==> src/rtl/command_line_tokenizer_core_defines.svh <==
// Assertion macros shared by the command line tokenizer RTL.
`ifndef COMMAND_LINE_TOKENIZER_CORE_DEFINES_SVH
`define COMMAND_LINE_TOKENIZER_CORE_DEFINES_SVH
`ifndef SYNTHESIS
`define CLT_ASSERT(lbl, prop, msg) \
  lbl: assert property (@(posedge clk_i) disable iff (!rst_ni) prop) else $error(msg);
`define CLT_NEVER(lbl, cond, msg) \
  `CLT_ASSERT(lbl, !(cond), msg)
`else
`define CLT_ASSERT(lbl, prop, msg)
`define CLT_NEVER(lbl, cond, msg)
`endif
`endif

==> src/rtl/clt_pkg.sv <==
// Types, constants and helpers of the command line tokenizer.
package clt_pkg;

  localparam int MAX_ARGS    = 16;
  localparam int ARG_CNT_W   = $clog2(MAX_ARGS + 1);
  localparam int QUEUE_DEPTH = 4;
  localparam int QPTR_W      = $clog2(QUEUE_DEPTH);
  localparam int QCNT_W      = QPTR_W + 1;
  localparam int MAX_RES     = 3;

  localparam logic [7:0] CH_NUL    = 8'h00;
  localparam logic [7:0] CH_SPACE  = 8'h20;
  localparam logic [7:0] CH_DOLLAR = 8'h24;
  localparam logic [7:0] CH_TWO    = 8'h32;
  localparam logic [7:0] CH_LT     = 8'h3C;
  localparam logic [7:0] CH_GT     = 8'h3E;
  localparam logic [7:0] CH_BSLASH = 8'h5C;
  localparam logic [7:0] CH_PIPE   = 8'h7C;

  typedef enum logic [1:0] {
    KIND_BYTE   = 2'd0,
    KIND_END    = 2'd1,
    KIND_ACCEPT = 2'd2,
    KIND_REJECT = 2'd3
  } kind_e;

  // ROLE_ARG doubles as "no target pending" for the wanted target.
  typedef enum logic [1:0] {
    ROLE_ARG = 2'd0,
    ROLE_IN  = 2'd1,
    ROLE_OUT = 2'd2,
    ROLE_ERR = 2'd3
  } role_e;

  typedef struct packed {
    kind_e       kind;
    logic [7:0]  text_byte;
    role_e       role;
    logic        append;
    logic [3:0]  arg_index;
  } res_t;

  // All results caused by one input byte, oldest in entry 0.
  typedef struct packed {
    logic [1:0]            cnt;
    res_t [MAX_RES-1:0]    r;
  } bundle_t;

  function automatic res_t mk_res(kind_e kind, logic [7:0] text_byte, role_e role,
                                  logic append, logic [3:0] arg_index);
    res_t o;
    o.kind      = kind;
    o.text_byte = text_byte;
    o.role      = role;
    o.append    = append;
    o.arg_index = arg_index;
    return o;
  endfunction

  function automatic bundle_t push_res(bundle_t b, res_t x);
    bundle_t o;
    o          = b;
    o.r[b.cnt] = x;
    o.cnt      = b.cnt + 2'd1;
    return o;
  endfunction

endpackage

==> src/rtl/clt_front.sv <==
// Front end: classify each byte, update line state, bundle its results.
`include "command_line_tokenizer_core_defines.svh"
module clt_front import clt_pkg::*; (
  input  logic       clk_i,
  input  logic       rst_ni,
  input  logic       acc_i,
  input  logic [7:0] ch_i,
  output logic       push_o,
  output bundle_t    bundle_o
);

  typedef struct packed {
    logic                 in_word;
    logic                 escape_pending;
    logic                 held_two;
    logic                 gt_pending;
    role_e                want_target;
    role_e                cur_role;
    logic [1:0]           append_flags;
    logic [ARG_CNT_W-1:0] arg_count;
    logic                 failed;
  } st_t;

  typedef enum logic [1:0] {
    EW_FAIL   = 2'd0,
    EW_NONE   = 2'd1,
    EW_CLOSED = 2'd2
  } ew_e;

  localparam logic [ARG_CNT_W-1:0] MAX_ARGS_C = ARG_CNT_W'(MAX_ARGS);

  st_t     st_q, st_d;
  bundle_t res_b;

  function automatic res_t word_res(kind_e kind, logic [7:0] byte_v, st_t s);
    logic       app;
    logic [3:0] idx;
    logic [6:0] wide;
    app  = 1'b0;
    idx  = 4'd0;
    wide = 7'(s.arg_count);
    if (s.cur_role == ROLE_OUT) begin
      app = s.append_flags[0];
    end else if (s.cur_role == ROLE_ERR) begin
      app = s.append_flags[1];
    end else if (s.cur_role == ROLE_ARG && wide != 7'd0) begin
      idx = 4'(wide - 7'd1);
    end
    return mk_res(kind, byte_v, s.cur_role, app, idx);
  endfunction

  always_comb begin
    st_t     g, sw_s, rej_s, ew_s, lit_s, s;
    bundle_t ew_b, lit_b, b, none_b;
    res_t    rej_r, acc_r;
    logic    sw_ok;
    ew_e     ew_rc;

    none_b = '0;
    rej_r  = mk_res(KIND_REJECT, 8'h00, ROLE_ARG, 1'b0, 4'd0);
    acc_r  = mk_res(KIND_ACCEPT, 8'h00, ROLE_ARG, 1'b0, 4'd0);

    // Working copy with the one-byte look-ahead flags dropped.
    g                = st_q;
    g.gt_pending     = 1'b0;
    g.escape_pending = 1'b0;

    rej_s        = g;
    rej_s.failed = 1'b1;

    // Opening a word: take the pending target, else count an argument.
    sw_ok          = (g.want_target != ROLE_ARG) || (g.arg_count < MAX_ARGS_C);
    sw_s           = g;
    sw_s.in_word   = 1'b1;
    sw_s.held_two  = 1'b0;
    if (g.want_target != ROLE_ARG) begin
      sw_s.cur_role    = g.want_target;
      sw_s.want_target = ROLE_ARG;
    end else begin
      sw_s.arg_count = g.arg_count + ARG_CNT_W'(1);
      sw_s.cur_role  = ROLE_ARG;
    end

    // Close the open word, releasing a held '2' first.
    if (g.held_two) begin
      if (!sw_ok) begin
        ew_rc = EW_FAIL;
        ew_s  = rej_s;
        ew_b  = push_res(none_b, rej_r);
      end else begin
        ew_rc        = EW_CLOSED;
        ew_s         = sw_s;
        ew_s.in_word = 1'b0;
        ew_b         = push_res(push_res(none_b, word_res(KIND_BYTE, CH_TWO, sw_s)),
                                word_res(KIND_END, 8'h00, sw_s));
      end
    end else if (!g.in_word) begin
      ew_rc = EW_NONE;
      ew_s  = g;
      ew_b  = none_b;
    end else begin
      ew_rc        = EW_CLOSED;
      ew_s         = g;
      ew_s.in_word = 1'b0;
      ew_b         = push_res(none_b, word_res(KIND_END, 8'h00, g));
    end

    // Ordinary word byte.
    if (g.held_two) begin
      if (!sw_ok) begin
        lit_s = rej_s;
        lit_b = push_res(none_b, rej_r);
      end else begin
        lit_s = sw_s;
        lit_b = push_res(push_res(none_b, word_res(KIND_BYTE, CH_TWO, sw_s)),
                         word_res(KIND_BYTE, ch_i, sw_s));
      end
    end else if (!g.in_word) begin
      if (ch_i == CH_TWO) begin
        lit_s          = g;
        lit_s.in_word  = 1'b1;
        lit_s.held_two = 1'b1;
        lit_b          = none_b;
      end else if (!sw_ok) begin
        lit_s = rej_s;
        lit_b = push_res(none_b, rej_r);
      end else begin
        lit_s = sw_s;
        lit_b = push_res(none_b, word_res(KIND_BYTE, ch_i, sw_s));
      end
    end else begin
      lit_s = g;
      lit_b = push_res(none_b, word_res(KIND_BYTE, ch_i, g));
    end

    s = st_q;
    b = none_b;
    if (st_q.failed) begin
      s = st_q;
    end else if (st_q.escape_pending) begin
      if (ch_i == CH_NUL) begin
        s = rej_s;
        b = push_res(none_b, rej_r);
      end else begin
        s = lit_s;
        b = lit_b;
      end
    end else if (st_q.gt_pending && ch_i == CH_GT) begin
      s              = g;
      s.append_flags = g.append_flags |
                       ((g.want_target == ROLE_ERR) ? 2'b10 : 2'b01);
    end else begin
      unique case (ch_i)
        CH_NUL: begin
          s = ew_s;
          if (ew_rc == EW_FAIL) begin
            b = ew_b;
          end else begin
            b = push_res(ew_b, (ew_s.want_target != ROLE_ARG) ? rej_r : acc_r);
          end
        end
        CH_SPACE: begin
          s = ew_s;
          b = ew_b;
        end
        CH_LT, CH_GT: begin
          if (ch_i == CH_GT && g.held_two) begin
            if (g.want_target != ROLE_ARG) begin
              s = rej_s;
              b = push_res(none_b, rej_r);
            end else begin
              s              = g;
              s.held_two     = 1'b0;
              s.in_word      = 1'b0;
              s.want_target  = ROLE_ERR;
              s.append_flags = g.append_flags & 2'b01;
              s.gt_pending   = 1'b1;
            end
          end else if (ew_rc == EW_FAIL) begin
            s = ew_s;
            b = ew_b;
          end else if (ew_rc == EW_NONE && g.want_target != ROLE_ARG) begin
            s = rej_s;
            b = push_res(none_b, rej_r);
          end else begin
            s = ew_s;
            b = ew_b;
            if (ch_i == CH_LT) begin
              s.want_target = ROLE_IN;
            end else begin
              s.want_target  = ROLE_OUT;
              s.append_flags = ew_s.append_flags & 2'b10;
              s.gt_pending   = 1'b1;
            end
          end
        end
        CH_PIPE, CH_DOLLAR: begin
          s = rej_s;
          b = push_res(none_b, rej_r);
        end
        CH_BSLASH: begin
          if (g.held_two && !sw_ok) begin
            s = rej_s;
            b = push_res(none_b, rej_r);
          end else if (g.held_two) begin
            s                = sw_s;
            s.escape_pending = 1'b1;
            b                = push_res(none_b, word_res(KIND_BYTE, CH_TWO, sw_s));
          end else begin
            s                = g;
            s.escape_pending = 1'b1;
          end
        end
        default: begin
          s = lit_s;
          b = lit_b;
        end
      endcase
    end

    if (ch_i == CH_NUL) begin
      s = '0;
    end

    st_d  = acc_i ? s : st_q;
    res_b = b;
  end

  assign push_o   = acc_i && (res_b.cnt != 2'd0);
  assign bundle_o = res_b;

  always_ff @(posedge clk_i or negedge rst_ni) begin
    if (!rst_ni) begin
      st_q <= '0;
    end else begin
      st_q <= st_d;
    end
  end

  `CLT_ASSERT(a_line_clear, (acc_i && ch_i == CH_NUL) |=> (st_q == '0), "line state not cleared")
  `CLT_NEVER(a_swallow, acc_i && st_q.failed && push_o, "result after rejection")

endmodule

==> src/rtl/clt_queue.sv <==
// Short bundle queue between the front end and the result serialiser.
`include "command_line_tokenizer_core_defines.svh"
module clt_queue import clt_pkg::*; (
  input  logic    clk_i,
  input  logic    rst_ni,
  input  logic    push_i,
  input  bundle_t bundle_i,
  input  logic    pop_i,
  output logic    full_o,
  output logic    head_valid_o,
  output bundle_t head_o
);

  bundle_t             mem_q [QUEUE_DEPTH];
  logic [QPTR_W-1:0]   wr_ptr_q, rd_ptr_q;
  logic [QCNT_W-1:0]   cnt_q, cnt_d;

  assign full_o       = (cnt_q == QCNT_W'(QUEUE_DEPTH));
  assign head_valid_o = (cnt_q != '0);
  assign head_o       = mem_q[rd_ptr_q];

  always_comb begin
    cnt_d = cnt_q;
    if (push_i && !pop_i) begin
      cnt_d = cnt_q + QCNT_W'(1);
    end else if (pop_i && !push_i) begin
      cnt_d = cnt_q - QCNT_W'(1);
    end
  end

  always_ff @(posedge clk_i or negedge rst_ni) begin
    if (!rst_ni) begin
      wr_ptr_q <= '0;
      rd_ptr_q <= '0;
      cnt_q    <= '0;
    end else begin
      cnt_q <= cnt_d;
      if (push_i) begin
        wr_ptr_q <= wr_ptr_q + QPTR_W'(1);
      end
      if (pop_i) begin
        rd_ptr_q <= rd_ptr_q + QPTR_W'(1);
      end
    end
  end

  always_ff @(posedge clk_i) begin
    if (push_i) begin
      mem_q[wr_ptr_q] <= bundle_i;
    end
  end

  `CLT_NEVER(a_pop_empty, pop_i && cnt_q == '0, "pop from empty queue")
  `CLT_ASSERT(a_cnt_up, (push_i && !pop_i) |=> (cnt_q == $past(cnt_q) + QCNT_W'(1)), "count lost")

endmodule

==> src/rtl/clt_back.sv <==
// Back end: hand out the results of the head bundle one transfer at a time.
`include "command_line_tokenizer_core_defines.svh"
module clt_back import clt_pkg::*; (
  input  logic        clk_i,
  input  logic        rst_ni,
  input  logic        head_valid_i,
  input  bundle_t     head_i,
  output logic        pop_o,
  output logic        m_axis_tvalid,
  input  logic        m_axis_tready,
  output logic [15:0] m_axis_tdata,
  output logic [1:0]  m_axis_tuser,
  output logic        m_axis_tlast
);

  logic [1:0] idx_q;
  res_t       cur;
  logic       last;
  logic       xfer;

  assign cur  = head_i.r[idx_q];
  assign last = (idx_q == head_i.cnt - 2'd1);
  assign xfer = m_axis_tvalid && m_axis_tready;

  assign m_axis_tvalid = head_valid_i;
  assign m_axis_tdata  = {1'b0, cur.arg_index, cur.append, cur.role, cur.text_byte};
  assign m_axis_tuser  = cur.kind;
  assign m_axis_tlast  = last;
  assign pop_o         = xfer && last;

  // Advance through the bundle; restart at its first entry once it is popped.
  always_ff @(posedge clk_i or negedge rst_ni) begin
    if (!rst_ni) begin
      idx_q <= '0;
    end else if (xfer) begin
      idx_q <= last ? 2'd0 : idx_q + 2'd1;
    end
  end

  `CLT_NEVER(a_idx_range, head_valid_i && (idx_q >= head_i.cnt), "index beyond bundle")

endmodule

==> src/rtl/command_line_tokenizer_core.sv <==
// Top level of the command line tokenizer core.
//
// Takes one command line byte per transfer on the slave stream (a zero byte
// ends the line) and produces a stream of tokens: each word byte tagged with
// its role (argument, input, output or error file target), a word-end token
// after each word, and one accepted or rejected token per line. A byte is
// accepted in every cycle while the four-entry result queue has room; the
// byte is classified and all its results (up to three) are formed in the
// cycle it is accepted, then the back end hands them out at one transfer per
// cycle while the output is ready. A byte causes zero to three results;
// sustained throughput is set by the output port, one result per cycle
// when it is not stalled. After a rejection the rest of the line,
// up to and including its zero byte, is swallowed with no results. tlast
// marks the final result caused by one input byte.
module command_line_tokenizer_core import clt_pkg::*; (
  input  logic        clk_i,
  input  logic        rst_ni,
  input  logic        s_axis_tvalid,
  output logic        s_axis_tready,
  input  logic [7:0]  s_axis_tdata,   // [7:0] ch
  output logic        m_axis_tvalid,
  input  logic        m_axis_tready,
  output logic [15:0] m_axis_tdata,   // [7:0] text_byte, [9:8] role, [10] append,
                                      // [14:11] arg_index, [15] zero
  output logic [1:0]  m_axis_tuser,   // [1:0] kind
  output logic        m_axis_tlast
);

  logic    acc;
  logic    push;
  logic    pop;
  logic    full;
  logic    head_valid;
  bundle_t push_bundle;
  bundle_t head;

  // Hold off input only while the queue is full; output stalls never reach
  // the input combinationally.
  assign s_axis_tready = !full;
  assign acc           = s_axis_tvalid && s_axis_tready;

  clt_front u_front (
    .clk_i    (clk_i),
    .rst_ni   (rst_ni),
    .acc_i    (acc),
    .ch_i     (s_axis_tdata),
    .push_o   (push),
    .bundle_o (push_bundle)
  );

  clt_queue u_queue (
    .clk_i        (clk_i),
    .rst_ni       (rst_ni),
    .push_i       (push),
    .bundle_i     (push_bundle),
    .pop_i        (pop),
    .full_o       (full),
    .head_valid_o (head_valid),
    .head_o       (head)
  );

  clt_back u_back (
    .clk_i         (clk_i),
    .rst_ni        (rst_ni),
    .head_valid_i  (head_valid),
    .head_i        (head),
    .pop_o         (pop),
    .m_axis_tvalid (m_axis_tvalid),
    .m_axis_tready (m_axis_tready),
    .m_axis_tdata  (m_axis_tdata),
    .m_axis_tuser  (m_axis_tuser),
    .m_axis_tlast  (m_axis_tlast)
  );

endmodule
==> config.mk <==
export PLATFORM = sky130hd
export DESIGN_NAME = command_line_tokenizer_core
export DESIGN_NICKNAME = d
export VERILOG_FILES = /design/src/rtl/clt_pkg.sv /design/src/rtl/clt_front.sv /design/src/rtl/clt_queue.sv /design/src/rtl/clt_back.sv /design/src/rtl/command_line_tokenizer_core.sv
export VERILOG_INCLUDE_DIRS = /design/src /design/src/rtl
export SDC_FILE = /design/constraint.sdc
export NUM_CORES = 1
export LEC_CHECK = 0
export BUFFER_PORTS_ARGS = -buffer_cell sky130_fd_sc_hd__buf_2
export CAP_MARGIN = 10
export CORE_MARGIN = 8
export CORE_UTILIZATION = 56
export DETAILED_ROUTE_END_ITERATION = 8
export GPL_TIMING_DRIVEN = 0
export PLACE_DENSITY_LB_ADDON = 0.15
export SYNTH_ARGS = -nofsm -noshare
export SYNTH_HDL_FRONTEND = slang
export SYNTH_SLANG_ARGS = --single-unit
export TNS_END_PERCENT = 50
==> constraint.sdc <==
create_clock -name clk_i -period 3.45 [get_ports clk_i]
set_input_delay 0.345 -clock clk_i [delete_from_list [all_inputs] [get_ports clk_i]]
set_output_delay 0.345 -clock clk_i [all_outputs]
set_load 0.05 [all_outputs]
==> results of run 1 <==
==> flip-flops by register name, summed over array words and instances, names as in the netlist <==
signal and cells:
u_queue.mem_q 152, u_front.st_q 16, u_queue.cnt_q 3, u_back.idx_q 2, u_queue.rd_ptr_q 2, u_queue.wr_ptr_q 2
==> power breakdown <==
part / switching [W] / leakage [nW] / internal [W]
Clock: 0.000881 / 0.289 / 0.00103
Sequential: 0.0000939 / 1.78 / 0.00244
Combinational: 0.00200 / 1.60 / 0.00100
==> per-layer routing <==
layer / track usage / vias to the layer above / part of all wire
met4: 0.138 / 0 / 0.043
met1: 0.337 / 3363 / 0.39
met5: 0 / - / 0
met3: 0.0504 / 78 / 0.080
li1: - / 2904 / -
met2: 0.457 / 440 / 0.49
==> what timing repair did <==
item / CTS / global route
hold buffers: 1 / 0
endpoints found under the hold margin: 25 / 0
setup endpoints to repair: 155 / 11
pin swaps: 1 / 1
setup buffers: 1 / 1
resized for setup: 11 / 8
==> tightest hold or removal path, delay by kind of cell <==
kind          cells  cell delay (ns)
mux               1             0.16
buf+inv           1             0.10
simple gates      1             0.09
==> cells in the final DEF (no fill, tap or decap), types with 5 or more instances in the layout <==
cell type / count
or3_1: 8
xor2_1: 6
clkinv_4: 5
dfrtp_1: 25
o22ai_1: 8
o21a_1: 5
nand2_1: 37
a31oi_1: 9
nor2_1: 46
o31ai_1: 5
edfxtp_1: 152
inv_1: 15
o21ai_0: 28
a21o_1: 5
mux4_2: 38
and3_1: 18
nor4_1: 9
nand2b_1: 6
xnor2_1: 10
and2_1: 8
clkbuf_2: 7
a21oi_1: 43
nor3_1: 25
mux2i_1: 21
buf_1: 5
clkbuf_1: 22
ha_1: 10
buf_2: 39
o211ai_1: 7
a211oi_1: 7
nand3_1: 16
conb_1: 5
clkbuf_16: 17
==> worst paths after layout <==
path                                        from                to  cells past startpoint
worst max-delay path            u_front.st_q[10]  u_queue.cnt_q[2]                     11
worst max register to register  u_front.st_q[10]  u_queue.cnt_q[2]                     11
min in group asynchronous                 rst_ni  u_queue.cnt_q[0]                      2
worst min-delay path               m_axis_tready   u_back.idx_q[0]                      3
worst min register to register  u_queue.cnt_q[2]  u_queue.cnt_q[2]                      1
max in group asynchronous                 rst_ni   u_front.st_q[7]                      2
==> stage by stage <==
step / instances / hold WS (ns)
3_5_place_dp: 962 / 0.416
3_3_place_gp: 958 / 0.407
5_1_grt: 996 / 0.288
4_1_cts: 996 / 0.272
6_report: 996 / 0.296
2_1_floorplan: 712 / 0.0494
==> final cells by class <==
class / count / area, sq um
plain buffers: 48 / 226
clock buffers: 17 / 425
clock inverters: 15 / 170
fillers: 1179 / 5600
inverters: 16 / 60.1
multi-input cells: 470 / 3740
flip-flops and latches: 177 / 5190
well taps: 216 / 270
repair buffers: 37 / 255
==> logic make-up (layout without fill, tap and decap cells) <==
kind of cell / after synthesis / count (layout)
simple gates: 208 / 208
buf+inv: 65 / 133
flops: 177 / 177
compound gates: 166 / 166
xor+xnor: 16 / 16
mux: 64 / 64
fa+ha+maj: 11 / 11
other cells: 1 / 5
==> reports/qor.yml, run 1 <==
syn_inst: 708
synthAdderAreaFrac: 0.0158
drc: 0
initial_core_util: 0.575
drive_gt1_frac: 0.205
crit_chain: "and4bb_2 -> o2111ai_1 -> a221oi_2 -> a2111oi_4 -> o41ai_4 -> ha_1 -> inv_1 -> fa_1 -> xor2_1 -> nor2_1 -> xor2_1"
ir_worst_vdd_v: 0.000408
worstPathArrival_ns: 3.67
synth_commonest_cells: "edfxtp_1 (152), nor2_1 (47), a21oi_1 (43)"
diodes: 0
slowest_stage: "dfrtp_1"
rsz0062_at_grt: "false"
synthMuxAreaShare: 0.123
fin_setup_tns_ns: 0
rrSetupSlack_ns: 0.14
cp_slowest_stage_delay_ns: 0.51
crit_path_frequent_cell: "xor2_1"
core_sq_mm: 0.0159
synth_xor_area_frac: 0.0153
synth.most_common_cell: "edfxtp_1"
gr-total-overflow: 0
drt-initial-drc-count: 670
worst-setup-path-type: "register to register"
synth_top_area_frac: 0.498
p_per_area_mw_per_mm2: 720
cts_buffers: 17
worst_slack_ns: 0.139
syn_area_sq_mm: 0.00916
slew_headroom: 0.150
path_buf_inv: 1
grt_pass1_wl_microns: 40900
row_count: 46
die_h_microns: 144
io_buffers: 30
worstSetupStartpointType: "register"
grt_max_degree: 35
worstSkewPairLatency_ns: 0.43
worst_pin_slew_ns: 1.24
placed_cell_area_sq_mm: 0.00968
cp-end-kind: "register"
ios: 33
syn2layout_area_growth_pct: 12.9
final_util: 0.649
cp_max_fo: 10
synth_top_family_by_area: "compound AO/OA/AOI/OAI gates"
fin_nets: 790
outcome: "completed"
drv_cap: 0
grt_use_total: 0.274
report.final.hold_viol_count: 0
worst_clock_skew_ns: 0.0103
ant_nets: 0
die_area_sq_mm: 0.0207
ys_ff_latch: 177
hp-class: "primary input to register"
crit_family: "compound AO/OA/AOI/OAI gates"
design_area_sq_mm: 0.0103
fmaxAchievable_mhz: 302
drt-pass1-iter-count: 5
power.total_w: 0.00745
yosysSeqAreaShare: 0.567
postSynth.topFlopCell: "edfxtp_1"
synthArstFlopShare: 0.141
synth-simple-area-share: 0.122
min_period_ns: 3.31
syn_area_per_cell_sq_um: 12.9
clk_pin_slew_worst_paths_ns: 0.07
die_x_microns: 144
synth-compound-area-share: 0.126
grt_pass1_vias: 6845
final-setup-viol-count: 0
required_ns: 3.81
yosys_warnings: 0
clock_sinks: 177
clock_tree.root_cell: "clkbuf_16"
p_leak_nw: 3.67
finalCritPeriodShare: 0.960
antenna_found_initial: 0
yosysTopAreaCell: "edfxtp_1"
place_ws_ns: -0.519
htreeDepth: 4
dr_total_vias: 6785
gp_congestion: 0.974
clk_path_buf_depth: 2
synth_edf_count: 152
ys_types: 87
cts_tree: "yes"
final-max-slew-violation-count: 0
viasPerCell: 6.81
wl_microns: 27100
wl_per_cell_microns: 27.3
hpwl_microns: 18800
synth_area_leaders: "edfxtp_1 (50%), mux4_2 (9.3%), dfrtp_1 (6.8%)"
No activity file was read; power rests on OpenSTA's default activity.
==> run 2: changes to the inputs <==
- CORE_MARGIN: 8 -> unset
==> run 2 against run 1 <==
Net effect: count of clock-buffer cells in the layout is the same; final cell count shrank 0.10%; worst setup slack lost 0.014 ns; maximum frequency shrank 0.41%; clock power grew 5%; sequential power is essentially flat; critical path depth is the same; combinational power is essentially flat; register-to-register slack is essentially flat; utilization grew 0.16 points; die area shrank 19%.
==> reports/qor.yml, run 2 (synthesized netlist as in run 1, its figures left out) <==
outcome: "completed"
rsz0062_at_grt: "false"
drt-pass1-iter-count: 7
final-max-slew-violation-count: 0
worst_pin_slew_ns: 1.23
drt-initial-drc-count: 803
drive_gt1_frac: 0.204
cp-end-kind: "register"
min_period_ns: 3.32
clk_path_buf_depth: 2
clk_pin_slew_worst_paths_ns: 0.08
core_sq_mm: 0.0159
final-setup-viol-count: 0
viasPerCell: 6.74
place_ws_ns: -0.531
p_per_area_mw_per_mm2: 730
antenna_found_initial: 0
initial_core_util: 0.575
diodes: 0
wl_per_cell_microns: 27.7
placed_cell_area_sq_mm: 0.00968
worstSkewPairLatency_ns: 0.43
grt_use_total: 0.342
hpwl_microns: 18500
slew_headroom: 0.158
power.total_w: 0.00756
regMostFlops: "u_queue.mem_q"
die_x_microns: 130
fin_nets: 789
reg_top3: "u_queue.mem_q x152, u_front.st_q x16, u_queue.cnt_q x3"
fmaxAchievable_mhz: 301
die_area_sq_mm: 0.0169
hp-class: "primary input to register"
drv_cap: 0
gp_congestion: 0.973
drc: 0
grt_pass1_vias: 6752
ir_worst_vdd_v: 0.000365
clock_sinks: 177
ant_nets: 0
grt_pass1_wl_microns: 40700
dr_total_vias: 6708
finalCritPeriodShare: 0.964
final_cell_mix: "edfxtp_1 (152), nor2_1 (46), a21oi_1 (43)"
worst_clock_skew_ns: 0.0173
report.final.hold_viol_count: 0
row_count: 46
worst-setup-path-type: "register to register"
rrSetupSlack_ns: 0.13
grt_max_degree: 35
layout_commonest_cell: "edfxtp_1"
gr-total-overflow: 0
largest_reg_flops: 152
worst_slack_ns: 0.126
cp_max_fo: 10
io_buffers: 30
design_area_sq_mm: 0.0104
holdWs_ns: 0.299
ios: 33
p_leak_nw: 3.68
die_h_microns: 130
cts_tree: "yes"
worstPathArrival_ns: 3.69
clock_tree.root_cell: "clkbuf_16"
syn2layout_area_growth_pct: 13.2
cts_buffers: 17
htreeDepth: 4
wl_microns: 27600
worstSetupStartpointType: "register"
required_ns: 3.81
[run 2: worst max-delay path, stage by stage, from the launching register on]
cell and delay (ns):
dfrtp_1 0.52, and4bb_2 0.45, o2111ai_1 0.15, a221oi_2 0.45, a2111oi_4 0.11, o41ai_4 0.34
ha_1 0.29, inv_1 0.08, fa_1 0.43, xor2_1 0.17, nor2_1 0.11, xor2_1 0.15
[run 2: worst paths after layout]
kind                            depth (start not counted)                   to              from
worst max-delay path                                   11     u_queue.cnt_q[2]  u_front.st_q[10]
worst min-delay path                                    3      u_back.idx_q[0]     m_axis_tready
worst max register to register                         11     u_queue.cnt_q[2]  u_front.st_q[10]
worst min register to register                          1     u_queue.cnt_q[2]  u_queue.cnt_q[2]
max in group asynchronous                               2      u_front.st_q[9]            rst_ni
min in group asynchronous                               2  u_queue.rd_ptr_q[1]            rst_ni
[run 2: what timing repair did]
action / 4_1_cts / 5_1_grt
hold buffers: 1 / 0
resized for setup: 11 / 11
pin swaps: 1 / 0
hold endpoints to repair: 25 / 0
setup endpoints to repair: 155 / 10
setup buffers: 1 / 0
[run 2: power breakdown]
group          internal (W)  leakage (nW)  switching (W)
clock               0.00111         0.299       0.000902
sequential          0.00243          1.78      0.0000967
combinational       0.00101          1.60        0.00202
total               0.00455          3.68        0.00301
[run 2: per-layer routing]
metal	track usage	part of all wire	vias up
met2	0.580	0.51	369
met4	0.164	0.034	0
met5	0	0	-
li1	-	-	2909
met1	0.424	0.40	3369
met3	0.0636	0.059	61
[run 2: through the flow]
stage | utilization | TNS (ns) | std cells
after floorplan | - | 0 | 712
after global placement | 0.602 | -198.87 | 958
after detailed placement | 0.607 | -20.16 | 962
after CTS | 0.649 | 0 | 996
after global routing | 0.650 | 0 | 995
final | 0.650 | 0 | 995
[run 2: cell type report]
class	instances	area, sq um
multi-input cells	470	3750
clock inverters	15	198
inverters	16	60.1
fillers	1162	5570
well taps	216	270
clock buffers	17	425
plain buffers	48	226
flip-flops and latches	177	5190
repair buffers	36	248
